## config.mk

```make
export PLATFORM = sky130hd
export DESIGN_NAME = gbp_hist
export DESIGN_NICKNAME = d
export VERILOG_FILES = /design/src/gbp_pkg.sv /design/src/gbp_hist.sv
export SDC_FILE = /design/constraint.sdc
export NUM_CORES = 1
export LEC_CHECK = 0
export ABC_AREA = 1
export BUFFER_PORTS_ARGS = -buffer_cell sky130_fd_sc_hd__buf_2
export CAP_MARGIN = 5
export CELL_PAD_IN_SITES_DETAIL_PLACEMENT = 0
export CELL_PAD_IN_SITES_GLOBAL_PLACEMENT = 2
export CORE_MARGIN = 2
export CORE_UTILIZATION = 30
export CTS_BUF_LIST = sky130_fd_sc_hd__clkbuf_2 sky130_fd_sc_hd__clkbuf_4 sky130_fd_sc_hd__clkbuf_8
export CTS_CLUSTER_SIZE = 30
export DETAILED_ROUTE_END_ITERATION = 8
export GPL_TIMING_DRIVEN = 0
export PLACE_DENSITY = 0.87
export SYNTH_ARGS = -nofsm -noshare
export SYNTH_HDL_FRONTEND = slang
export SYNTH_SLANG_ARGS = --single-unit
```

## constraint.sdc

```tcl
create_clock -name clk -period 2.29 [get_ports clk]
set_input_delay 0.229 -clock clk [delete_from_list [all_inputs] [get_ports clk]]
set_output_delay 0.229 -clock clk [all_outputs]
set_load 0.03 [all_outputs]
```

## src/gbp_pkg.sv

```systemverilog
// Shared types, constants and helpers for the gshare branch predictor.
// No dependencies; every other file refers to this package by scoped names.
`timescale 1ns / 1ps
`default_nettype none

package gbp_pkg;

  // 2-bit saturating direction counter
  typedef logic [1:0] ctr_t;
  localparam ctr_t CTR_MIN   = 2'd0;
  localparam ctr_t CTR_RESET = 2'd2;  // weakly taken
  localparam ctr_t CTR_MAX   = 2'd3;

  // History length register
  typedef logic [3:0] hlen_t;
  localparam hlen_t HLEN_RESET = 4'd12;

  // Branch address and running totals
  typedef logic [31:0] baddr_t;
  typedef logic [31:0] total_t;
  localparam total_t TOTAL_MAX = 32'hFFFF_FFFF;

  // Move a counter one step towards the resolved direction
  function automatic ctr_t ctr_next(ctr_t c, logic tk);
    ctr_t r;
    r = c;
    if (tk) begin
      if (c != CTR_MAX) r = c + 2'd1;
    end else begin
      if (c != CTR_MIN) r = c - 2'd1;
    end
    return r;
  endfunction

  // Saturating increment of a total
  function automatic total_t total_inc(total_t v);
    return (v == TOTAL_MAX) ? v : v + 32'd1;
  endfunction

endpackage

`default_nettype wire

```

## src/gbp_hist.sv

```systemverilog
// History length register, global history register and gshare index hash.
// Depends on gbp_pkg.
`timescale 1ns / 1ps
`default_nettype none

module gbp_hist #(
  parameter int INDEX_BITS = 12
) (
  input  wire                     clk,
  input  wire                     rst_n,
  input  wire                     cfg_we,
  input  gbp_pkg::hlen_t          cfg_data,
  input  wire                     acc,
  input  wire  [INDEX_BITS-1:0]   addr_bits,
  input  wire                     taken,
  output logic [INDEX_BITS-1:0]   idx
);

  // History never exceeds the 4-bit length register's range
  localparam int HIST_W = (INDEX_BITS < 15) ? INDEX_BITS : 15;
  localparam int SH_W   = $clog2(INDEX_BITS + 1);
  localparam gbp_pkg::hlen_t H_CAP = gbp_pkg::hlen_t'(HIST_W);

  gbp_pkg::hlen_t    hlen_r;
  logic [HIST_W-1:0] hist_r, hist_nxt;
  gbp_pkg::hlen_t    h;
  logic [HIST_W-1:0] mask, hist_m, ins;
  logic [SH_W-1:0]   shamt;
  logic [INDEX_BITS-1:0] shifted;

  // Effective length, clipped to the index width
  assign h      = (hlen_r > H_CAP) ? H_CAP : hlen_r;
  assign mask   = ~({HIST_W{1'b1}} << h);
  assign hist_m = hist_r & mask;

  // Index: address bits XOR history aligned to the top of the index
  assign shamt   = SH_W'(INDEX_BITS) - SH_W'(h);
  assign shifted = INDEX_BITS'(hist_m) << shamt;
  assign idx     = addr_bits ^ shifted;

  // Outcome enters at bit h-1, older bits move down
  always_comb begin
    ins = '0;
    if (h != 4'd0 && taken) ins = HIST_W'(1) << (h - 4'd1);
    hist_nxt = ((hist_m >> 1) | ins) & mask;
  end

  always_ff @(posedge clk) begin
    if (!rst_n) begin
      hlen_r <= gbp_pkg::HLEN_RESET;
      hist_r <= '0;
    end else begin
      if (cfg_we) hlen_r <= cfg_data;
      if (acc)    hist_r <= hist_nxt;
    end
  end

endmodule

`default_nettype wire

```

==> metrics.txt, run 1 <==
P_leak 0.00127 uW; Design Area, Final 2770 sq um; vias in the first global route 2038; Yosys cell types 32; crit path launch type register; final period utilization 101%; CTS tree built; initial antenna violation count 0; CTS sink cnt 16; critical path startpoint hlen_r[2]; Ys Warns 0; FP Rows 28; clock buffer depth 2; PnR worst setup slack -22.4 ps; Initial Utilization 30.6%; WP data arrival 2080 ps; outcome complete, but fails checks; Fillers 617; CP Class reg -> out; layout cells sized above 1 45.6%; Die W 81.1 microns; Min-Delay Path Class in -> reg; worst r2r src hlen_r[2]; Mapped Area 1780 sq um; Top Ports 33; die area 6570 sq um; grt ovf 0; RSZ-0062 raised after global routing yes; clk root buf clkbuf_8; first-pass GRT wire length 9680 microns; biggest area consumer among synthesized cells nand2_1; Rel. slew slack 79.8%; ant diodes 0; syn avg cell area 6.17 sq um; Area growth, synth to finish 55.6%; TritonCTS Buffers 3; final WL 5870 microns; top cell type's share of synthesized area 20.4%; DRT iter0 DRCs 116; total global routing track utilization 19.1%; Tightest Pin Transition 302 ps; critical hold path startpoint cfg_data[3]; pre-CTS setup slack -348 ps; max cap viols 0; PortBufs 32; Clock Skews 9.83 ps; top cells by area, synth nand2_1 20%, dfxtp_1 18%, nand3_1 14%; FF+latch count, synth 16; Synth Net Count 316; Pwr Total 1270 uW; core area 5820 sq um; CP Max Fanout 6; # nets final 382; max frequency 432 MHz; post-synthesis sequential area ratio 18.0%; first-pass detailed-route iteration total 4; Tmin final 2310 ps; post-synthesis cell count 289; htree depth 1; post-route ant nets 0; detailed-route via count 2161; Clk Latency, worst-skew pair 250 ps; Pwr per Cell Area 459 nW/um^2; routability cong. 0.892; DR WL/cell 13.7 microns; area post-placement 2070 sq um; Die Height 81.1 microns; CP Capture Type primary output; CP required 2060 ps; Worst VDD drop 0.000256 V; Finished Layout Cells 428; placed insts 396; Clock Pin Slew Worst Setup and Hold Paths 70 ps; violated checks negative setup slack; DR vias/cell 5.05; endpoints failing hold 0; largest net degree at the start of global routing 12; Max Slew Vio Count 0; final setup violation count 1; dpl hpwl 4110 microns; drt drc 0
[cell families after synthesis]
group           synth area share (%)
flops                           18.0
fa+ha+maj                       4.21
xor+xnor                        2.39
buf+inv                         11.6
simple gates                    49.9
compound gates                  13.9
[where the power goes]
part           internal, uW  switching (uW)
Sequential              292            17.5
Clock                   117             102
Combinational           327             419
Total                   736             538
[state kept, by name, indices dropped and copies added (netlist names)]
signal	cells
hlen_r	4
hist_r	12
[critical path, cell delays in order (launching register included)]
cell and delay (ps):
dfxtp_4 370, nand2_8 90, inv_6 40, nor2_4 110
inv_2 70, ha_4 190, inv_4 60, nand2_4 60
nand2_4 80, buf_8 140, buf_12 110, nor3_4 40
or2_1 200, nand3_1 80, nand2_1 60, buf_6 130
[final timing paths]
path	to	slack, ps	cells past startpoint
worst min register to register	hist_r[9]	470	2
worst max register to register	hist_r[0]	340	15
worst min-delay path	hlen_r[3]	180	3
worst max-delay path	idx[8]	-20	15
[cell usage in the layout, fill, tap and decap left out, types with 4 or more instances in the layout]
master	instances
a21oi_1	16
buf_2	21
buf_4	26
buf_6	17
dfxtp_1	12
inv_1	16
inv_2	5
inv_4	5
nand2_1	79
nand2_2	18
nand2_4	9
nand3_1	35
nand3_2	20
nand3_4	4
nand4_1	5
o21ai_0	12
o21ai_1	7
[metal layers]
metal	GRT usage, %	routed length (microns)	share of wire (%)
met1	24.2	2650	45
met2	32.9	2830	48
met3	2.89	281	4.8
met4	6.27	114	1.9
met5	0	0	0
[cell type report]
type,count,area [sq um],share of cell area [%]
flip-flops and latches,16,333,12.0
repair buffers,62,509,18.4
multi-input cells,234,1550,55.9
well taps,75,93.8,3.38
inverters,29,130,4.69
clock buffers,3,41.3,1.49
plain buffers,9,115,4.15
[what timing repair did]
item | CTS | global route
endpoints found under the setup margin | 13 | 12
pin swaps | 19 | 6
setup buffers | 23 | 5
resized for setup | 79 | 33
endpoints found under the hold margin | 0 | 0
gates cloned | 2 | 0
hold buffers | 0 | 0
[cell usage after synthesis (all sizes together)]
cell and count:
ha 6, nor3 1, dfxtp 16, clkinv 1, xor2 1, nor2 9, inv 28, or2 1
a31oi 2, nand3 59, a21boi 1, buf 10, a21oi 17, nand2 108, o21ai 21, nand4 5
xnor2 3
[stage by stage]
stage / setup TNS (ps) / hold WS [ps] / util, %
after detailed placement: -3500 / 446 / 35.6
after global routing: -1010 / 201 / 47.7
final: -22.4 / 183 / 47.7
after CTS: -383 / 185 / 45.2
after global placement: -3480 / 448 / 35.6
after floorplan: -9.22 / 329 / -
Note: power is estimated with default switching activity, not from simulation.
==> run 2, diff against run 1 <==
- CORE_MARGIN: 2 -> unset
- PLACE_DENSITY: 0.87 -> 0.92
- SKIP_CTS_REPAIR_TIMING: unset -> 1
==> run 2 against run 1 <==
  * The flow still finishes with violations (negative setup slack)
  * Critical path type unchanged
  * Cell area is 0.63% lower
  * Via count is 2.5% lower
  * Clock power is 18% higher
  * Die area is 4.9% lower
  * Non-clock buffer count is 4 lower
  * Power is 2.2% higher
  * Maximum frequency is 5.9% lower
  * Flip-flop and latch count stayed put
  * Largest power group unchanged
==> metrics.txt, run 2 (synthesized netlist as in run 1, its figures left out) <==
TritonCTS Buffers 3 (unchanged); Tightest Pin Transition 338 ps (was 302 ps); pre-CTS setup slack -363 ps (was -348 ps); RSZ-0062 raised after global routing yes (unchanged); Worst VDD drop 0.000393 V (was 0.000256 V); most common cell after layout, fill and taps aside nand2_1 (unchanged); DR vias/cell 4.99 (was 5.05); endpoints failing hold 0 (unchanged); die area 6250 sq um (was 6570 sq um); final WL 5620 microns (was 5870 microns); CP most frequent cell nand2_2 (was nand2_4); clock buffer depth 2 (unchanged); CTS tree built (unchanged); vias in the first global route 1788 (was 2038); Pwr per Cell Area 473 nW/um^2 (was 459 nW/um^2); first-pass GRT wire length 8470 microns (was 9680 microns); CP Max Fanout 5 (was 6); initial antenna violation count 0 (unchanged); total global routing track utilization 17.1% (was 19.1%); routability cong. 0.899 (was 0.892); drt drc 0 (unchanged); Clock Pin Slew Worst Setup and Hold Paths 70 ps (about the same); htree depth 1 (unchanged); # nets final 378 (was 382); outcome complete, but fails checks (unchanged); critical hold path startpoint cfg_data[3] (unchanged); Reg2Reg Depth 16 (was 15); PortBufs 32 (unchanged); hold path endpoint hlen_r[3] (unchanged); CP required 2060 ps (about the same); detailed-route via count 2107 (was 2161); FP Rows 27 (was 28); reg2reg end hist_r[8] (was hist_r[0]); Initial Utilization 31.8% (was 30.6%); most frequent cells in the layout 72 x nand2_1, 34 x nand3_1, 25 x nand2_2, 25 x buf_4 (was 79 x nand2_1, 35 x nand3_1, 26 x buf_4); CP Capture Type primary output (unchanged); Clk Latency, worst-skew pair 250 ps (about the same); Largest register FFs 12 (unchanged); crit path launch type register (unchanged); Top Ports 33 (unchanged); WHS Path Cells 3 (unchanged); PnR worst setup slack -168 ps (was -22.4 ps); Min-Delay Path Class in -> reg (unchanged); area post-placement 2070 sq um (about the same); final setup violation count 12 (was 1); CTS sink cnt 16 (unchanged); largest registers hist_r (12), hlen_r (4) (unchanged); clk root buf clkbuf_8 (unchanged); largest net degree at the start of global routing 13 (was 12); cells along the critical path buf_6 -> nand2_8 -> inv_6 -> nor2_4 -> inv_2 -> ha_4 -> nand2_2 -> nand3_1 -> o21ai_2 -> nand2_2 -> nor2_4 -> nand2_2 -> xnor2_2 -> buf_6 (was nand2_8 -> inv_6 -> nor2_4 -> inv_2 -> ha_4 -> inv_4 -> nand2_4 -> nand2_4 -> buf_8 -> buf_12 -> nor3_4 -> or2_1 -> nand3_1 -> nand2_1 -> buf_6); worst r2r src hlen_r[3] (was hlen_r[2]); P_leak 0.00127 uW (about the same); Die Height 79.1 microns (was 81.1 microns); WP data arrival 2230 ps (was 2080 ps); ant diodes 0 (unchanged); DR WL/cell 13.3 microns (was 13.7 microns); internal reg-to-reg setup slack 140 ps (was 340 ps); post-route ant nets 0 (unchanged); core area 5610 sq um (was 5820 sq um); Die W 79.1 microns (was 81.1 microns); Max Slew Vio Count 0 (unchanged); Fillers 574 (was 617); Area growth, synth to finish 54.6% (was 55.6%); Tmin final 2460 ps (was 2310 ps); dpl hpwl 4060 microns (was 4110 microns); DRT iter0 DRCs 100 (was 116); CP Class reg -> out (unchanged); max cap viols 0 (unchanged); violated checks negative setup slack (unchanged); max frequency 407 MHz (was 432 MHz); Rel. slew slack 77.4% (was 79.8%); slowest stage delay, CP 320 ps (was 370 ps); first-pass detailed-route iteration total 4 (unchanged); grt ovf 0 (unchanged); Slowest-stage cell, CP dfxtp_2 (was dfxtp_4); Largest Register hist_r (unchanged); final period utilization 107% (was 101%); layout cells sized above 1 46.9% (was 45.6%); Clock Skews 10.2 ps (was 9.83 ps); Design Area, Final 2760 sq um (was 2770 sq um)
==> run 2: worst max path at each step <==
stage	from	endpoint	slack [ps]	cells after the start
6_report	hlen_r[3]	idx[1]	-170	14
5_1_grt	hlen_r[3]	idx[1]	-270	14
4_1_cts	hlen_r[2]	idx[4]	-650	15
3_5_place_dp	hlen_r[2]	idx[4]	-360	15
3_3_place_gp	hlen_r[2]	idx[4]	-360	15
2_1_floorplan	hlen_r[2]	idx[0]	-9	12
==> run 2: cell type report <==
cell class	instances	area, sq um	share of cell area, %
buffer	10	141	5.13
clock buffer	4	55.1	2.00
inverter	29	124	4.50
multi-input combinational	234	1580	57.4
sequential	16	327	11.9
tap	72	90.1	3.27
timing repair buffer	57	437	15.8
==> run 2: worst max-delay path: cells and delay by family (launching register included) <==
kind                       cells  cell delay [ps]
xor gates and xnor gates       1              130
buffers and inverters          4              400
DFF                            1              320
and+or+nand+nor                7              820
adders and majority gates      1              190
AOI/OAI and AO/OA              1              110
==> run 2: per-layer routing <==
layer	track usage [%]	wire (microns)	vias to the layer above
li1	-	-	1076
met2	28.5	2650	54
met1	22.9	2640	967
met5	0	0	-
met4	5.27	111	0
met3	1.84	223	10
==> run 2: power by group <==
part           internal [uW]  total, uW  switching, uW
combinational            315        735            420
sequential               293        309           16.7
clock                    153        258            105
==> run 2: per-stage QoR <==
| stage | util (%) | hold slack [ps] | setup TNS (ps) | instances | power (uW) |
|---|---|---|---|---|---|
| after floorplan | - | 329 | -9.22 | 289 | 697 |
| after global placement | 36.8 | 442 | -3680 | 393 | 825 |
| after detailed placement | 36.8 | 447 | -3590 | 393 | 827 |
| after CTS | 37.8 | 182 | -7100 | 397 | 1090 |
| after global routing | 49.1 | 197 | -2670 | 422 | 1380 |
| final | 49.1 | 181 | -1500 | 422 | 1300 |
==> run 3, diff against run 2 <==
--- a/constraint.sdc
+++ b/constraint.sdc
@@ -3,2 +3,2 @@
 set_output_delay 0.229 -clock clk [all_outputs]
-set_load 0.03 [all_outputs]
+set_load 0.05 [all_outputs]
==> run 3 against run 2 <==
  * Power increased by 4.7%
  * Clock skew down 7.1 ps
  * Count of clock-buffer cells in the layout shrank 1
  * Hold slack gained 4.5 ps
  * Non-clock buffer count rose by 3
  * Cell count rose by 0.47%
  * Sequential share of layout area is 0.38 points lower
  * The run still ends with negative setup slack left
  * Highest routed layer unchanged
  * Via count is 2.2% higher
==> metrics.txt, run 3 (synthesized netlist as in run 1, its figures left out) <==
outcome complete, but fails checks (unchanged); violated checks negative setup slack (unchanged); WP data arrival 2280 ps (was 2230 ps); Slowest-stage cell, CP dfxtp_2 (unchanged); htree depth 1 (unchanged); multi-input logic area 1620 sq um (was 1580 sq um); largest net degree at the start of global routing 13 (unchanged); Clk Latency, worst-skew pair 250 ps (about the same); clk root buf clkbuf_8 (unchanged); cells along the critical path buf_6 -> nand2_8 -> inv_6 -> nor2_4 -> inv_2 -> ha_4 -> nand2_4 -> nand2_4 -> buf_12 -> buf_12 -> buf_8 -> nor2_4 -> nand2_4 -> xnor2_4 -> buf_6 (was buf_6 -> nand2_8 -> inv_6 -> nor2_4 -> inv_2 -> ha_4 -> nand2_2 -> nand3_1 -> o21ai_2 -> nand2_2 -> nor2_4 -> nand2_2 -> xnor2_2 -> buf_6); core area 5610 sq um (unchanged); CP Class reg -> out (unchanged); setup TNS -2010 ps (was -1500 ps); DR WL/cell 13.7 microns (was 13.3 microns); Crit path max-delay family buffers and inverters (was simple AND/OR/NAND/NOR gates); Clk pwr share 15.7% (was 19.8%); final setup violation count 12 (unchanged); P_leak 0.00128 uW (was 0.00127 uW); Fin Hold WS 185 ps (was 181 ps); Initial Utilization 31.8% (unchanged); ant diodes 0 (unchanged); detailed-route via count 2153 (was 2107); internal power 760 uW (was 761 uW); max cap viols 0 (unchanged); Area growth, synth to finish 59.8% (was 54.6%); Worst VDD drop 0.000261 V (was 0.000393 V); most common cell after layout, fill and taps aside nand2_1 (unchanged); Fillers 564 (was 574); # nets final 381 (was 378); PortBufs 32 (unchanged); most frequent cells in the layout 69 x nand2_1, 34 x nand3_1, 28 x nand2_2 (was 72 x nand2_1, 34 x nand3_1, 25 x nand2_2, 25 x buf_4); slowest stage delay, CP 310 ps (was 320 ps); Top Ports 33 (unchanged); Die Height 79.1 microns (unchanged); die area 6250 sq um (unchanged); Clock Skews 3.09 ps (was 10.2 ps); initial antenna violation count 0 (unchanged); Clock Pin Slew Worst Setup and Hold Paths 60 ps (was 70 ps); Comb pwr share 61.4% (was 56.5%); largest registers hist_r (12), hlen_r (4) (unchanged); dpl hpwl 3960 microns (was 4060 microns); crit path launch type register (unchanged); vias in the first global route 1772 (was 1788); first-pass detailed-route iteration total 5 (was 4); FP Rows 27 (unchanged); Die W 79.1 microns (unchanged); CP required 2060 ps (about the same); Largest Register hist_r (unchanged); Rel. slew slack 78.6% (was 77.4%); layout cells sized above 1 48.0% (was 46.9%); routability cong. 0.895 (was 0.899); P_sw 604 uW (was 542 uW); final WL 5810 microns (was 5620 microns); Seq pwr share 22.9% (was 23.8%); final period utilization 110% (was 107%); Final Util 50.8% (was 49.1%); post-route ant nets 0 (unchanged); M2 GR Usage 27.4% (was 28.5%); total global routing track utilization 16.8% (was 17.1%); M3 GR Usage 1.84% (unchanged); CTS tree built (unchanged); DRT iter0 DRCs 92 (was 100); Max Slew Vio Count 0 (unchanged); grt ovf 0 (unchanged); Sw Ratio 44.3% (was 41.6%); PnR worst setup slack -222 ps (was -168 ps); crit path buf inv count 7 (was 4); max frequency 398 MHz (was 407 MHz); Pwr Total 1360 uW (was 1300 uW); DR vias/cell 5.08 (was 4.99); TritonCTS Buffers 3 (unchanged); clock buffer depth 2 (unchanged); Min-Delay Path Class in -> reg (unchanged); sequential cell area 327 sq um (unchanged); first-pass GRT wire length 8300 microns (was 8470 microns); Tightest Pin Transition 320 ps (was 338 ps); Pwr per Cell Area 479 nW/um^2 (was 473 nW/um^2); GRT met1 Usage 23.0% (was 22.9%); layer with the highest usage met2 (unchanged); CP Capture Type primary output (unchanged); RSZ-0062 raised after global routing yes (unchanged); Largest register FFs 12 (unchanged); drt drc 0 (unchanged); CTS sink cnt 16 (unchanged); CP Max Fanout 7 (was 5); CP most frequent cell nand2_4 (was nand2_2); Finished Layout Cells 424 (was 422); placed insts 393 (unchanged); endpoints failing hold 0 (unchanged); Tmin final 2510 ps (was 2460 ps)
## run 3: final cells by class
type	count	share of cell area, %
Inverter	29	4.48
Tap cell	72	3.16
Clock buffer	3	1.45
Timing Repair Buffer	60	17.5
Buffer	10	5.10
Multi-Input combinational cell	234	56.9
Sequential cell	16	11.5
## run 3: final timing paths
check / from / to / slack, ps / depth (start not counted)
setup reg to reg: hlen_r[3] / hist_r[10] / 30 / 16
setup / recovery: hlen_r[3] / idx[2] / -220 / 15
hold reg to reg: hist_r[5] / hist_r[5] / 470 / 2
hold / removal: cfg_data[3] / hlen_r[3] / 190 / 3
## run 3: metal layers
| metal | vias up | share of wire, % | wire (microns) |
|---|---|---|---|
| li1 | 1086 | - | - |
| met1 | 1000 | 46 | 2690 |
| met2 | 56 | 49 | 2860 |
| met3 | 11 | 3.3 | 190 |
| met4 | 0 | 1.3 | 74 |
| met5 | - | 0 | 0 |
## run 3: worst register-to-register path: stages (launching register included)
cell	delay, ps
dfxtp_2	310
buf_6	130
nand2_8	90
inv_6	40
nor2_4	170
inv_2	80
ha_4	180
nand2_4	90
nand2_4	70
buf_12	140
buf_12	130
buf_8	120
buf_4	140
buf_4	130
nor2_2	150
nand3_1	100
a31oi_1	130
## run 3: power groups by stage
| stage | clock network, uW | logic, uW | registers [uW] |
|---|---|---|---|
| finish | 214 | 837 | 312 |
| global route | 231 | 899 | 313 |
| CTS | 221 | 586 | 308 |
| detailed placement | 0 | 585 | 314 |
| global placement | 0 | 585 | 314 |
| floorplan | 0 | 458 | 311 |
## run 3: stage by stage
stage          instance area, sq um  setup WS [ps]
6_report                       2850           -222
5_1_grt                        2850           -313
2_1_floorplan                  1870           2.73
3_3_place_gp                   2120           -315
3_5_place_dp                   2120           -310
4_1_cts                        2160           -598
