===== src/gbp_pkg.sv =====
// Shared types, constants and helpers for the gshare branch predictor.
// No dependencies; every other file refers to this package by scoped names.
`timescale 1ns / 1ps
`default_nettype none

package gbp_pkg;

  // 2-bit saturating direction counter
  typedef logic [1:0] ctr_t;
  localparam ctr_t CTR_MIN   = 2'd0;
  localparam ctr_t CTR_RESET = 2'd2;  // weakly taken
  localparam ctr_t CTR_MAX   = 2'd3;

  // History length register
  typedef logic [3:0] hlen_t;
  localparam hlen_t HLEN_RESET = 4'd12;

  // Branch address and running totals
  typedef logic [31:0] baddr_t;
  typedef logic [31:0] total_t;
  localparam total_t TOTAL_MAX = 32'hFFFF_FFFF;

  // Move a counter one step towards the resolved direction
  function automatic ctr_t ctr_next(ctr_t c, logic tk);
    ctr_t r;
    r = c;
    if (tk) begin
      if (c != CTR_MAX) r = c + 2'd1;
    end else begin
      if (c != CTR_MIN) r = c - 2'd1;
    end
    return r;
  endfunction

  // Saturating increment of a total
  function automatic total_t total_inc(total_t v);
    return (v == TOTAL_MAX) ? v : v + 32'd1;
  endfunction

endpackage

`default_nettype wire


===== src/gbp_if.sv =====
// Channel interfaces of the gshare branch predictor: branch input, result
// output and history length configuration. Depends on gbp_pkg.
`timescale 1ns / 1ps
`default_nettype none


// Prediction result channel
interface gbp_out_if;
  logic            valid;
  logic            ready;
  logic            predicted_taken;
  logic            mispredicted;
  gbp_pkg::total_t hit_total;
  gbp_pkg::total_t miss_total;
  modport source (output valid, output predicted_taken, output mispredicted,
                  output hit_total, output miss_total, input ready);
  modport sink   (input valid, input predicted_taken, input mispredicted,
                  input hit_total, input miss_total, output ready);
endinterface


`default_nettype wire


===== src/gbp_eval.sv =====
// Evaluate stage: prediction, counter update, running totals and the
// result register. Depends on gbp_pkg and gbp_if.
`timescale 1ns / 1ps
`default_nettype none

module gbp_eval #(
  parameter int INDEX_BITS = 12
) (
  input  wire                    clk,
  input  wire                    rst_n,
  input  wire                    acc,
  input  wire  [INDEX_BITS-1:0]  acc_idx,
  input  wire                    acc_taken,
  input  gbp_pkg::ctr_t          ctr,
  output logic                   s1_free,
  output logic                   wr_en,
  output logic [INDEX_BITS-1:0]  wr_idx,
  output gbp_pkg::ctr_t          wr_ctr,
  gbp_out_if.source              out_ch
);

  logic                  s1_valid_r;
  logic [INDEX_BITS-1:0] s1_idx_r;
  logic                  s1_tk_r;
  logic                  out_valid_r;
  logic                  out_pred_r, out_miss_r;
  gbp_pkg::total_t       hit_r, miss_r;
  logic                  adv, pred, miss;

  // Stage moves on when the result register is empty or being drained
  assign adv     = s1_valid_r && (!out_valid_r || out_ch.ready);
  assign s1_free = !s1_valid_r || adv;

  assign pred = (ctr >= gbp_pkg::CTR_RESET);
  assign miss = pred ^ s1_tk_r;

  // Counter write-back happens as the transaction leaves the stage
  assign wr_en  = adv;
  assign wr_idx = s1_idx_r;
  assign wr_ctr = gbp_pkg::ctr_next(ctr, s1_tk_r);

  always_ff @(posedge clk) begin
    if (!rst_n) begin
      s1_valid_r <= 1'b0;
    end else if (acc) begin
      s1_valid_r <= 1'b1;
    end else if (adv) begin
      s1_valid_r <= 1'b0;
    end
  end

  always_ff @(posedge clk) begin
    if (acc) begin
      s1_idx_r <= acc_idx;
      s1_tk_r  <= acc_taken;
    end
  end

  // Result valid flag and totals; the totals only change when a new result is loaded
  always_ff @(posedge clk) begin
    if (!rst_n) begin
      out_valid_r <= 1'b0;
      hit_r       <= '0;
      miss_r      <= '0;
    end else begin
      if (adv) begin
        out_valid_r <= 1'b1;
        if (miss) miss_r <= gbp_pkg::total_inc(miss_r);
        else      hit_r  <= gbp_pkg::total_inc(hit_r);
      end else if (out_ch.ready) begin
        out_valid_r <= 1'b0;
      end
    end
  end

  always_ff @(posedge clk) begin
    if (adv) begin
      out_pred_r <= pred;
      out_miss_r <= miss;
    end
  end

  assign out_ch.valid           = out_valid_r;
  assign out_ch.predicted_taken = out_pred_r;
  assign out_ch.mispredicted    = out_miss_r;
  assign out_ch.hit_total       = hit_r;
  assign out_ch.miss_total      = miss_r;

endmodule

`default_nettype wire


===== src/flat_wrapper.sv =====
// flat-port wrapper written by rule: the top's interface ports become plain ports
module gbp_eval_flat 
#(
  parameter int INDEX_BITS = 12
)
  (clk, rst_n, acc, acc_idx, acc_taken, ctr, s1_free, wr_en, wr_idx, wr_ctr, out_ch_valid, out_ch_predicted_taken, out_ch_mispredicted, out_ch_hit_total, out_ch_miss_total, out_ch_ready);
  gbp_out_if out_ch_i ();
  input  wire clk;
  input  wire rst_n;
  input  wire acc;
  input  wire  [INDEX_BITS-1:0] acc_idx;
  input  wire acc_taken;
  input  gbp_pkg::ctr_t ctr;
  output logic s1_free;
  output logic wr_en;
  output logic [INDEX_BITS-1:0] wr_idx;
  output gbp_pkg::ctr_t wr_ctr;
  output wire logic [$bits(out_ch_i.valid)-1:0] out_ch_valid;
  output wire logic [$bits(out_ch_i.predicted_taken)-1:0] out_ch_predicted_taken;
  output wire logic [$bits(out_ch_i.mispredicted)-1:0] out_ch_mispredicted;
  output wire logic [$bits(out_ch_i.hit_total)-1:0] out_ch_hit_total;
  output wire logic [$bits(out_ch_i.miss_total)-1:0] out_ch_miss_total;
  input wire logic [$bits(out_ch_i.ready)-1:0] out_ch_ready;
  assign out_ch_valid = out_ch_i.valid;
  assign out_ch_predicted_taken = out_ch_i.predicted_taken;
  assign out_ch_mispredicted = out_ch_i.mispredicted;
  assign out_ch_hit_total = out_ch_i.hit_total;
  assign out_ch_miss_total = out_ch_i.miss_total;
  assign out_ch_i.ready = out_ch_ready;
  gbp_eval #(.INDEX_BITS(INDEX_BITS)) u_core (.clk(clk), .rst_n(rst_n), .acc(acc), .acc_idx(acc_idx), .acc_taken(acc_taken), .ctr(ctr), .s1_free(s1_free), .wr_en(wr_en), .wr_idx(wr_idx), .wr_ctr(wr_ctr), .out_ch(out_ch_i));
endmodule

===== config.mk =====
export PLATFORM = sky130hd
export DESIGN_NAME = gbp_eval_flat
export DESIGN_NICKNAME = d
export VERILOG_FILES = /design/src/gbp_pkg.sv /design/src/gbp_if.sv /design/src/gbp_eval.sv /design/src/flat_wrapper.sv
export SDC_FILE = /design/constraint.sdc
export NUM_CORES = 1
export LEC_CHECK = 0
export ABC_AREA = 1
export BUFFER_PORTS_ARGS = -buffer_cell sky130_fd_sc_hd__buf_2
export CAP_MARGIN = 0
export CORE_UTILIZATION = 45
export DETAILED_ROUTE_END_ITERATION = 8
export PLACE_DENSITY = 0.67
export SLEW_MARGIN = 0
export SYNTH_ARGS = -nofsm -noshare
export SYNTH_HDL_FRONTEND = slang
export SYNTH_SLANG_ARGS = --single-unit

===== constraint.sdc =====
create_clock -name clk -period 1.73 [get_ports clk]
set_input_delay 0.0865 -clock clk [delete_from_list [all_inputs] [get_ports clk]]
set_output_delay 0.0865 -clock clk [all_outputs]
set_load 0.02 [all_outputs]

==> results_dict.tcl, run 1 <==
set metrics [dict create \
    timing.critical_path.mode_cell "nand2_1" \
    status "complete, no violations" \
    crit_fanout 10 \
    worstPathArrival_ps 1870 \
    cts.htree.levels 3 \
    clock_path_buffers 2 \
    layout_common_cells "nand2_1 (180), nor2_1 (149), buf_2 (101)" \
    reg2reg_setup_slack_ps 110 \
    hold_path.class "in -> reg" \
    core_area_um2 10300 \
    avgSynthCellArea_um2 6.54 \
    p_total_mw 3.84 \
    cts_sinks 81 \
    yosys.area.top_type "dfxtp_1" \
    layout.nets 901 \
    start_kind "flip-flop" \
    whs_ps 46.7 \
    die_area_um2 10900 \
    antenna_found_initial 0 \
    post-route-min-period_ps 1620 \
    endpoint_kind "flip-flop" \
    critPathKind "reg -> reg" \
    ios 102 \
    dp_hpwl_um 9410 \
    worstPathRequired_ps 1990 \
    drt-initial-drc-count 213 \
    synth_cell_types 30 \
    final_cells 1021 \
    grt_overflow 0 \
    drcViolationCount 0 \
    cts_tree "yes" \
    syn_inst 725 \
    cts_buffers 9 \
    drt-total-wl_um 13000 \
    layout_setup_ws_ps 115 \
    cpMaxStageDelayCell "dfxtp_1" \
    wl_per_cell_um 12.8 \
    clockRootBuffer "clkbuf_8" \
    p_per_area_nw_per_um2 628 \
    slew_headroom_pct 76.5 \
    critPathBufInv 0 \
    syn-num-nets 746 \
    grt_pass1_wl_um 21700 \
    vias 5062 \
    grt_pass1_vias 4877 \
    clk_latency_ps 360 \
    gp_congestion 0.928 \
    place_inst 986 \
    dp_slack_ps -76.0 \
    critPathTopFamily "simple AND/OR/NAND/NOR gates" \
    power.leakage_nw 2.79 \
    placed_cell_area_um2 5670 \
    post-route-period-util_pct 93.4 \
    rsz0062_at_grt "yes" \
    grtUsageTotal_pct 24.2 \
    max_stage_delay_ps 420 \
    ys_ff_latch 81 \
    area.growth.synth_to_final_pct 29.0 \
    irDropWorstVdd_uv 305 \
    skew_ps 9.35 \
    syn-cell-area_um2 4740 \
    final_common_cell "nand2_1" \
    grt_start_max_net_pins 63 \
    worst_pin_slew_ps 350 \
    io_buffers 101 \
    synth_warnings 0 \
    slew_violations 0 \
    synth_top_cell_area_share_pct 27.9 \
    fp-row-count 37 \
    cap_violations 0 \
    stdcell_area_um2 6120 \
    clk_pin_slew_ps 90 \
    ant_nets 0 \
    setup_viol 0 \
    finalHoldViolations 0 \
    avgViaCountPerCell 4.96 \
    first_pass_iters 4 \
    crit_chain "nand2_1, nor2_4, nand2_4, nor2_8, nand2_4, nand3_2, nand2_1, nand2_1, nor2_1" \
    drive_gt1_share_pct 24.2 \
    ys_top_cells_by_area "dfxtp_1 (28%), nand2_1 (14%), nor2_1 (12%)" \
    die_h_um 105 \
    initial_utilization_pct 46.1 \
    fmax_mhz 619 \
    antenna_cells 0 \
    dieWidth_um 105 \
    seq_area_frac_synth_pct 37.4 \
]
[state kept, by name (all words and copies together), names as in the netlist]
name	count
u_core.wr_idx	12
u_core.s1_valid_r	1
u_core.s1_tk_r	1
u_core.out_ch.mispredicted	1
u_core.out_ch.predicted_taken	1
u_core.out_ch.valid	1
u_core.out_ch.hit_total	32
u_core.out_ch.miss_total	32
[what timing repair did]
item / in CTS / in global routing
buffers inserted: 0 / 4
endpoints found under the setup margin: 11 / 40
gates resized for setup: 1 / 24
hold buffers: 14 / 0
gates cloned: 0 / 1
endpoints found under the hold margin: 14 / 0
pin swaps: 0 / 3
[cells by family (layout without fill, tap and decap cells)]
logic type | Yosys count | in the layout | share of synthesized area, %
adders and majority gates | 2 | 2 | 0.528
AOI/OAI and AO/OA | 61 | 61 | 7.89
xor gates and xnor gates | 3 | 3 | 0.554
DFF | 81 | 81 | 37.4
and+or+nand+nor | 471 | 472 | 44.0
buffers and inverters | 107 | 266 | 9.69
[power breakdown]
group	switching, mW	total, mW	internal [mW]	leakage [nW]
clock network	0.723	1.38	0.659	0.0930
registers	0.0226	1.99	1.96	0.680
logic	0.295	0.474	0.179	2.02
[cells in the mapped netlist]
cell      instances
buf_4             2
nor2_4            6
a21oi_4           2
nand3_2           2
or2_2             1
nor2_1          155
nand2_2           5
ha_1              2
edfxtp_1         15
inv_1            77
nand2_4           2
nor2_2            9
buf_2             4
dfxtp_1          66
nand4_1           9
a21oi_1          36
nand3_1          79
clkbuf_1          7
a21oi_2           1
and2_1            3
o21ai_0           5
nor2_8            3
o21bai_1         17
xor2_1            3
clkinv_1          7
nor3_1           10
nand2_1         183
inv_2             4
nand3b_1          4
buf_6             6
[worst register-to-register path: stages (launching register included)]
cell     delay, ps
dfxtp_1        420
nand2_1        170
nor2_4         180
nand2_4         90
nor2_8         160
nand2_4        110
nand3_2        180
nand2_1         80
nand2_1         70
nor2_1          50
[worst paths after layout]
path | startpoint | end | depth (start not counted)
worst max-delay path | u_core.out_ch.miss_total[4] | u_core.out_ch.miss_total[2] | 9
worst max register to register | u_core.out_ch.miss_total[4] | u_core.out_ch.miss_total[2] | 9
worst min-delay path | out_ch_ready | u_core.s1_valid_r | 4
worst min register to register | u_core.s1_valid_r | u_core.s1_valid_r | 2
[metal layers]
layer	vias to the layer above	track usage (%)	wire length [um]	part of all wire, %
met5	-	0	0	0
met4	0	9.05	236	1.8
met3	20	4.37	576	4.4
met2	119	42.0	6480	50
met1	2326	29.8	5750	44
li1	2597	-	-	-
[area by class of cell]
| cell class | count | area, um^2 |
|---|---|---|
| inverters | 88 | 330 |
| fillers | 1006 | 4160 |
| repair buffers | 162 | 1060 |
| multi-input cells | 538 | 2590 |
| clock buffers | 10 | 128 |
| flip-flops and latches | 81 | 1780 |
| well taps | 136 | 170 |
| clock inverters | 6 | 58.8 |
[through the flow]
step,setup TNS [ps],utilization (%)
after CTS,0,58.4
after global placement,-29.8,55.2
after global routing,-71.9,59.5
after floorplan,0,-
after detailed placement,-568,55.2
final,0,59.5
(Power assumes the default switching activity.)
==> inputs of run 2 (changes only) <==
Settings changed: ABC_AREA 1 to not set, PLACE_DENSITY 0.67 to 0.69.
==> run 2 against run 1 <==
Compared with the run above:
- the run now ends with negative setup slack left
- sequential power fell by 3%
- non-clock buffer count rose by 96
- clock power about the same
- via count is 10% lower
- die area decreased by 17%
- sequential cell count is the same
- clock skew is 1.6 ps higher
- critical path depth fell by 4
==> results_dict.tcl, run 2 <==
set metrics [dict create \
    worst_pin_slew_ps 587 \
    initial_utilization_pct 47.0 \
    slew_violations 0 \
    drive_gt1_share_pct 51.8 \
    vias 4538 \
    seq_area_frac_synth_pct 45.2 \
    syn-cell-area_um2 3920 \
    grt_pass1_vias 4309 \
    first_pass_iters 5 \
    layout.nets 707 \
    yosysMostFrequentCell "dfxtp_1" \
    skew_ps 11.0 \
    antenna_cells 0 \
    post-route-min-period_ps 2200 \
    clockRootBuffer "clkbuf_8" \
    synth_ff_type "dfxtp_1" \
    clk_pin_slew_ps 80 \
    die_h_um 95.4 \
    cts.htree.levels 3 \
    synth_warnings 0 \
    final_common_cell "buf_4" \
    cts_sinks 81 \
    post-route-period-util_pct 127 \
    clock_path_buffers 2 \
    syn-num-nets 460 \
    power.leakage_nw 2.71 \
    min_path_cells 2 \
    antenna_found_initial 0 \
    fmax_mhz 455 \
    grtUsageTotal_pct 28.4 \
    start_kind "flip-flop" \
    synth_edf_count 15 \
    crit_fanout 5 \
    hp-start "ctr[1]" \
    avgViaCountPerCell 5.70 \
    clk_latency_ps 350 \
    ys_top_cells_by_area "dfxtp_1 (34%), edfxtp_1 (11%), a21oi_1 (4.8%)" \
    slew_headroom_pct 60.8 \
    finalCoreUtilization_pct 78.1 \
    setup_viol 63 \
    finalHoldViolations 0 \
    reg2reg_setup_slack_ps -470 \
    synth_top_cell_area_share_pct 33.7 \
    drt-initial-drc-count 192 \
    fillers 562 \
    layout_setup_ws_ps -467 \
    regToRegEndpoint "u_core.out_ch.miss_total[23]" \
    async_flop_share_pct 0 \
    drcViolationCount 0 \
    gp_congestion 0.774 \
    dp_slack_ps -449 \
    synth_cell_types 53 \
    violations "negative setup slack" \
    hold_end "u_core.out_ch.predicted_taken" \
    p_per_area_nw_per_um2 552 \
    grt_start_max_net_pins 50 \
    core_area_um2 8340 \
    syn_inst 439 \
    synth_common_cells "dfxtp_1 (66), nand2_1 (44), a21oi_1 (38), or3_1 (25), o21ai_0 (23)" \
    ant_nets 0 \
    wl_per_cell_um 16.5 \
    yosys.area.top_type "dfxtp_1" \
    worstPathArrival_ps 2480 \
    worstPathRequired_ps 2020 \
    r2r_cells 5 \
    r2r-start "u_core.out_ch.miss_total[18]" \
    fp-row-count 33 \
    rsz0062_at_grt "yes" \
    grt_pass1_wl_um 19900 \
    cts_buffers 9 \
    critPathKind "reg -> reg" \
    avgSynthCellArea_um2 8.94 \
    grt_overflow 0 \
    ys_ff_latch 81 \
    irDropWorstVdd_uv 429 \
    dp_hpwl_um 8060 \
    hold_path.class "in -> reg" \
    die_area_um2 9090 \
    layout_common_cells "buf_4 (123), buf_2 (101), nand2_1 (44)" \
    drt-total-wl_um 13100 \
    status "finished, violations left" \
    io_buffers 101 \
    area.growth.synth_to_final_pct 66.2 \
    cts_tree "yes" \
    endpoint_kind "flip-flop" \
    ios 102 \
    cap_violations 0 \
    dieWidth_um 95.4 \
]
[run 2: worst max-delay path, cell delays in order (launching register included)]
cell and delay (ps):
dfxtp_4 350, nand4_1 130, or4_4 560, or4_4 480, or4_4 500, a21oi_2 110
[run 2: cell families (layout without fill, tap and decap cells)]
family,Yosys count,count (layout),share of synthesized area [%]
XOR/XNOR,10,10,2.42
multiplexers,14,14,3.57
buffers and inverters,32,283,3.41
flip-flops,81,81,45.2
AND/OR/NAND/NOR,207,208,30.4
AO/OA/AOI/OAI,91,91,13.9
adder cells (fa/ha/maj),4,4,1.15
[run 2: power breakdown]
group / leakage [nW] / internal, mW / switching (mW)
sequential: 0.703 / 1.92 / 0.0149
combinational: 1.92 / 0.138 / 0.172
clock: 0.0894 / 0.659 / 0.697
total: 2.71 / 2.71 / 0.884
[run 2: cell type report]
type,count,area (um^2),area share [%]
Clock buffer,10,128,1.96
Tap cell,105,131,2.02
Inverter,9,33.8,0.518
Clock inverter,6,57.6,0.883
Sequential cell,81,1880,28.9
Timing Repair Buffer,258,1800,27.5
Multi-Input combinational cell,327,2490,38.2
[run 2: worst max path at each step]
stage,endpoint,cells past startpoint,from,slack [ps]
finish,u_core.out_ch.miss_total[23],5,u_core.out_ch.miss_total[18],-470
global route,u_core.out_ch.miss_total[23],5,u_core.out_ch.miss_total[15],-540
CTS,u_core.out_ch.miss_total[23],5,u_core.s1_tk_r,-450
detailed placement,u_core.out_ch.miss_total[23],5,u_core.out_ch.miss_total[18],-450
global placement,u_core.out_ch.miss_total[23],5,u_core.out_ch.miss_total[18],-380
floorplan,u_core.out_ch.miss_total[22],7,u_core.out_ch.miss_total[8],-410
[run 2: per-stage QoR]
| stage | setup TNS, ps | cell area, um^2 | cells | total power [mW] | hold slack, ps |
|---|---|---|---|---|---|
| 2_1_floorplan | -13100 | 4240 | 439 | 2.10 | 185 |
| 3_3_place_gp | -14210 | 5630 | 741 | 2.20 | 264 |
| 3_5_place_dp | -16900 | 5630 | 741 | 2.21 | 265 |
| 4_1_cts | -16150 | 6330 | 789 | 3.60 | 60.9 |
| 5_1_grt | -23480 | 6520 | 796 | 3.72 | 118 |
| 6_report | -18300 | 6520 | 796 | 3.60 | 121 |
[run 2: repair_timing]
item	4_1_cts	5_1_grt
hold buffers	13	0
resized for setup	54	35
pin swaps	53	38
buffers inserted	15	7
setup endpoints to repair	64	64
hold endpoints to repair	13	0
gates cloned	4	1
[run 2: metal layers]
| metal | GRT usage, % | wire [um] | up-vias | part of all wire, % |
|---|---|---|---|---|
| li1 | - | - | 2163 | - |
| met1 | 33.8 | 5420 | 2214 | 41 |
| met2 | 51.0 | 6820 | 137 | 52 |
| met3 | 5.34 | 641 | 24 | 4.9 |
| met4 | 9.09 | 244 | 0 | 1.9 |
| met5 | 0 | 0 | - | 0 |
==> inputs of run 3 (changes only) <==
Settings changed: CORE_ASPECT_RATIO set to 0.75, GPL_TIMING_DRIVEN set to 1.
==> run 3 against run 2 <==
Compared with the run above:
- the flow still finishes with violations (negative setup slack)
- sequential power about the same
- combinational power shrank 6%
- setup slack worse by 49 ps
- via count up 1.7%
- die area is essentially flat
- clock skew decreased by 2.7 ps
- largest cell class unchanged
- core utilization is 0.84 points higher
- sequential share of layout area shrank 0.69 points
- first-iteration DRC count grew 41%
- clock-buffer cell count down 1
==> results_dict.tcl, run 3 (synthesis gave the netlist of run 2 again) <==
set metrics [dict create \
    placed_cell_area_um2 5680 \
    grt_overflow 0 \
    grt_start_max_net_pins 50 \
    drive_gt1_share_pct 53.3 \
    ant_nets 0 \
    setup_viol 64 \
    first_pass_iters 5 \
    post-route-period-util_pct 130 \
    worstPathRequired_ps 2010 \
    final_common_cell "buf_4" \
    initial_utilization_pct 46.4 \
    clockRootBuffer "clkbuf_16" \
    crit_fanout 6 \
    wl_per_cell_um 17.6 \
    start_kind "flip-flop" \
    vias 4617 \
    ios 102 \
    cts_sinks 81 \
    skew_ps 8.24 \
    clk_latency_ps 350 \
    place_inst 751 \
    post-route-min-period_ps 2250 \
    grtUsageTotal_pct 29.5 \
    clock_path_buffers 2 \
    stdcell_area_um2 6680 \
    p_per_area_nw_per_um2 612 \
    cts.htree.levels 3 \
    layout_common_cells "buf_4 (127), buf_2 (101), nand2_1 (44)" \
    worst_pin_slew_ps 624 \
    violations "negative setup slack" \
    fmax_mhz 445 \
    slew_violations 0 \
    irDropWorstVdd_uv 705 \
    dieWidth_um 110 \
    status "finished, violations left" \
    endpoint_kind "flip-flop" \
    die_area_um2 9100 \
    p_total_mw 4.09 \
    core_area_um2 8450 \
    io_buffers 101 \
    drcViolationCount 0 \
    area.growth.synth_to_final_pct 70.2 \
    finalHoldViolations 0 \
    dp_hpwl_um 8560 \
    die_h_um 82.9 \
    antenna_cells 0 \
    power.leakage_nw 2.80 \
    clk_pin_slew_ps 70 \
    grt_pass1_wl_um 20700 \
    cts_buffers 9 \
    drt-total-wl_um 14100 \
    rsz0062_at_grt "yes" \
    dp_slack_ps -468 \
    gp_congestion 0.834 \
    layout.nets 708 \
    slew_headroom_pct 58.4 \
    layout_setup_ws_ps -517 \
    antenna_found_initial 0 \
    finalCoreUtilization_pct 79.0 \
    cap_violations 0 \
    hold_path.class "in -> reg" \
    cts_tree "yes" \
    fp-row-count 29 \
    drt-initial-drc-count 270 \
    avgViaCountPerCell 5.77 \
    critPathKind "reg -> reg" \
    worstPathArrival_ps 2530 \
    final_cells 800 \
    grt_pass1_vias 4209 \
]
run 3: cell count changes in the layout (fill, tap and decap cells not counted), moves of 4 or more:
cell | previous run | this run
buf_4 | 123 | 127
buf_6 | 21 | 16
clkbuf_16 | 0 | 9
clkbuf_8 | 9 | 0
inv_6 | 1 | 5
run 3: final timing paths:
| check | from | end | slack (ps) | cells after the start |
|---|---|---|---|---|
| worst max-delay path | u_core.s1_tk_r | u_core.out_ch.miss_total[29] | -520 | 5 |
| worst min register to register | u_core.out_ch.hit_total[18] | u_core.out_ch.hit_total[18] | 540 | 2 |
| worst max register to register | u_core.s1_tk_r | u_core.out_ch.miss_total[29] | -520 | 5 |
| worst min-delay path | ctr[1] | u_core.out_ch.predicted_taken | 130 | 2 |
run 3: area by class of cell:
type / instances / area (um^2)
multi-input cells: 327 / 2540
flip-flops and latches: 81 / 1880
repair buffers: 259 / 1800
fillers: 508 / 1780
clock buffers: 9 / 225
well taps: 108 / 135
clock inverters: 7 / 58.8
inverters: 9 / 33.8
run 3: timing repair:
item / in CTS / in global routing
endpoints found under the setup margin: 63 / 65
buffers inserted: 8 / 8
hold endpoints to repair: 13 / 0
cloned: 4 / 0
resized for setup: 50 / 44
hold buffers: 13 / 0
pin swaps: 23 / 35
run 3: stage by stage:
step	hold WS (ps)	setup TNS [ps]
after floorplan	185	-13100
after global placement	263	-16050
after detailed placement	265	-17140
after CTS	114	-16440
after global routing	136	-22170
final	135	-19070
run 3: power by group:
part           switching (mW)  internal [mW]  total, mW  leakage [nW]
logic                   0.171          0.120      0.291          1.97
registers              0.0162           1.92       1.93         0.703
clock network           0.864          0.998       1.86         0.134
run 3: per-layer routing:
| layer | routed length (um) | vias to the layer above | track usage, % |
|---|---|---|---|
| met4 | 255 | 0 | 9.94 |
| met3 | 978 | 27 | 6.28 |
| met1 | 6150 | 2223 | 40.2 |
| li1 | - | 2161 | - |
| met5 | 0 | - | 0 |
| met2 | 6730 | 206 | 46.2 |
run 3: critical path, stage by stage (launching register included):
cell	delay, ps
edfxtp_1	470
xor2_4	290
nand3_2	170
or4_4	620
or4_1	480
a21oi_2	160
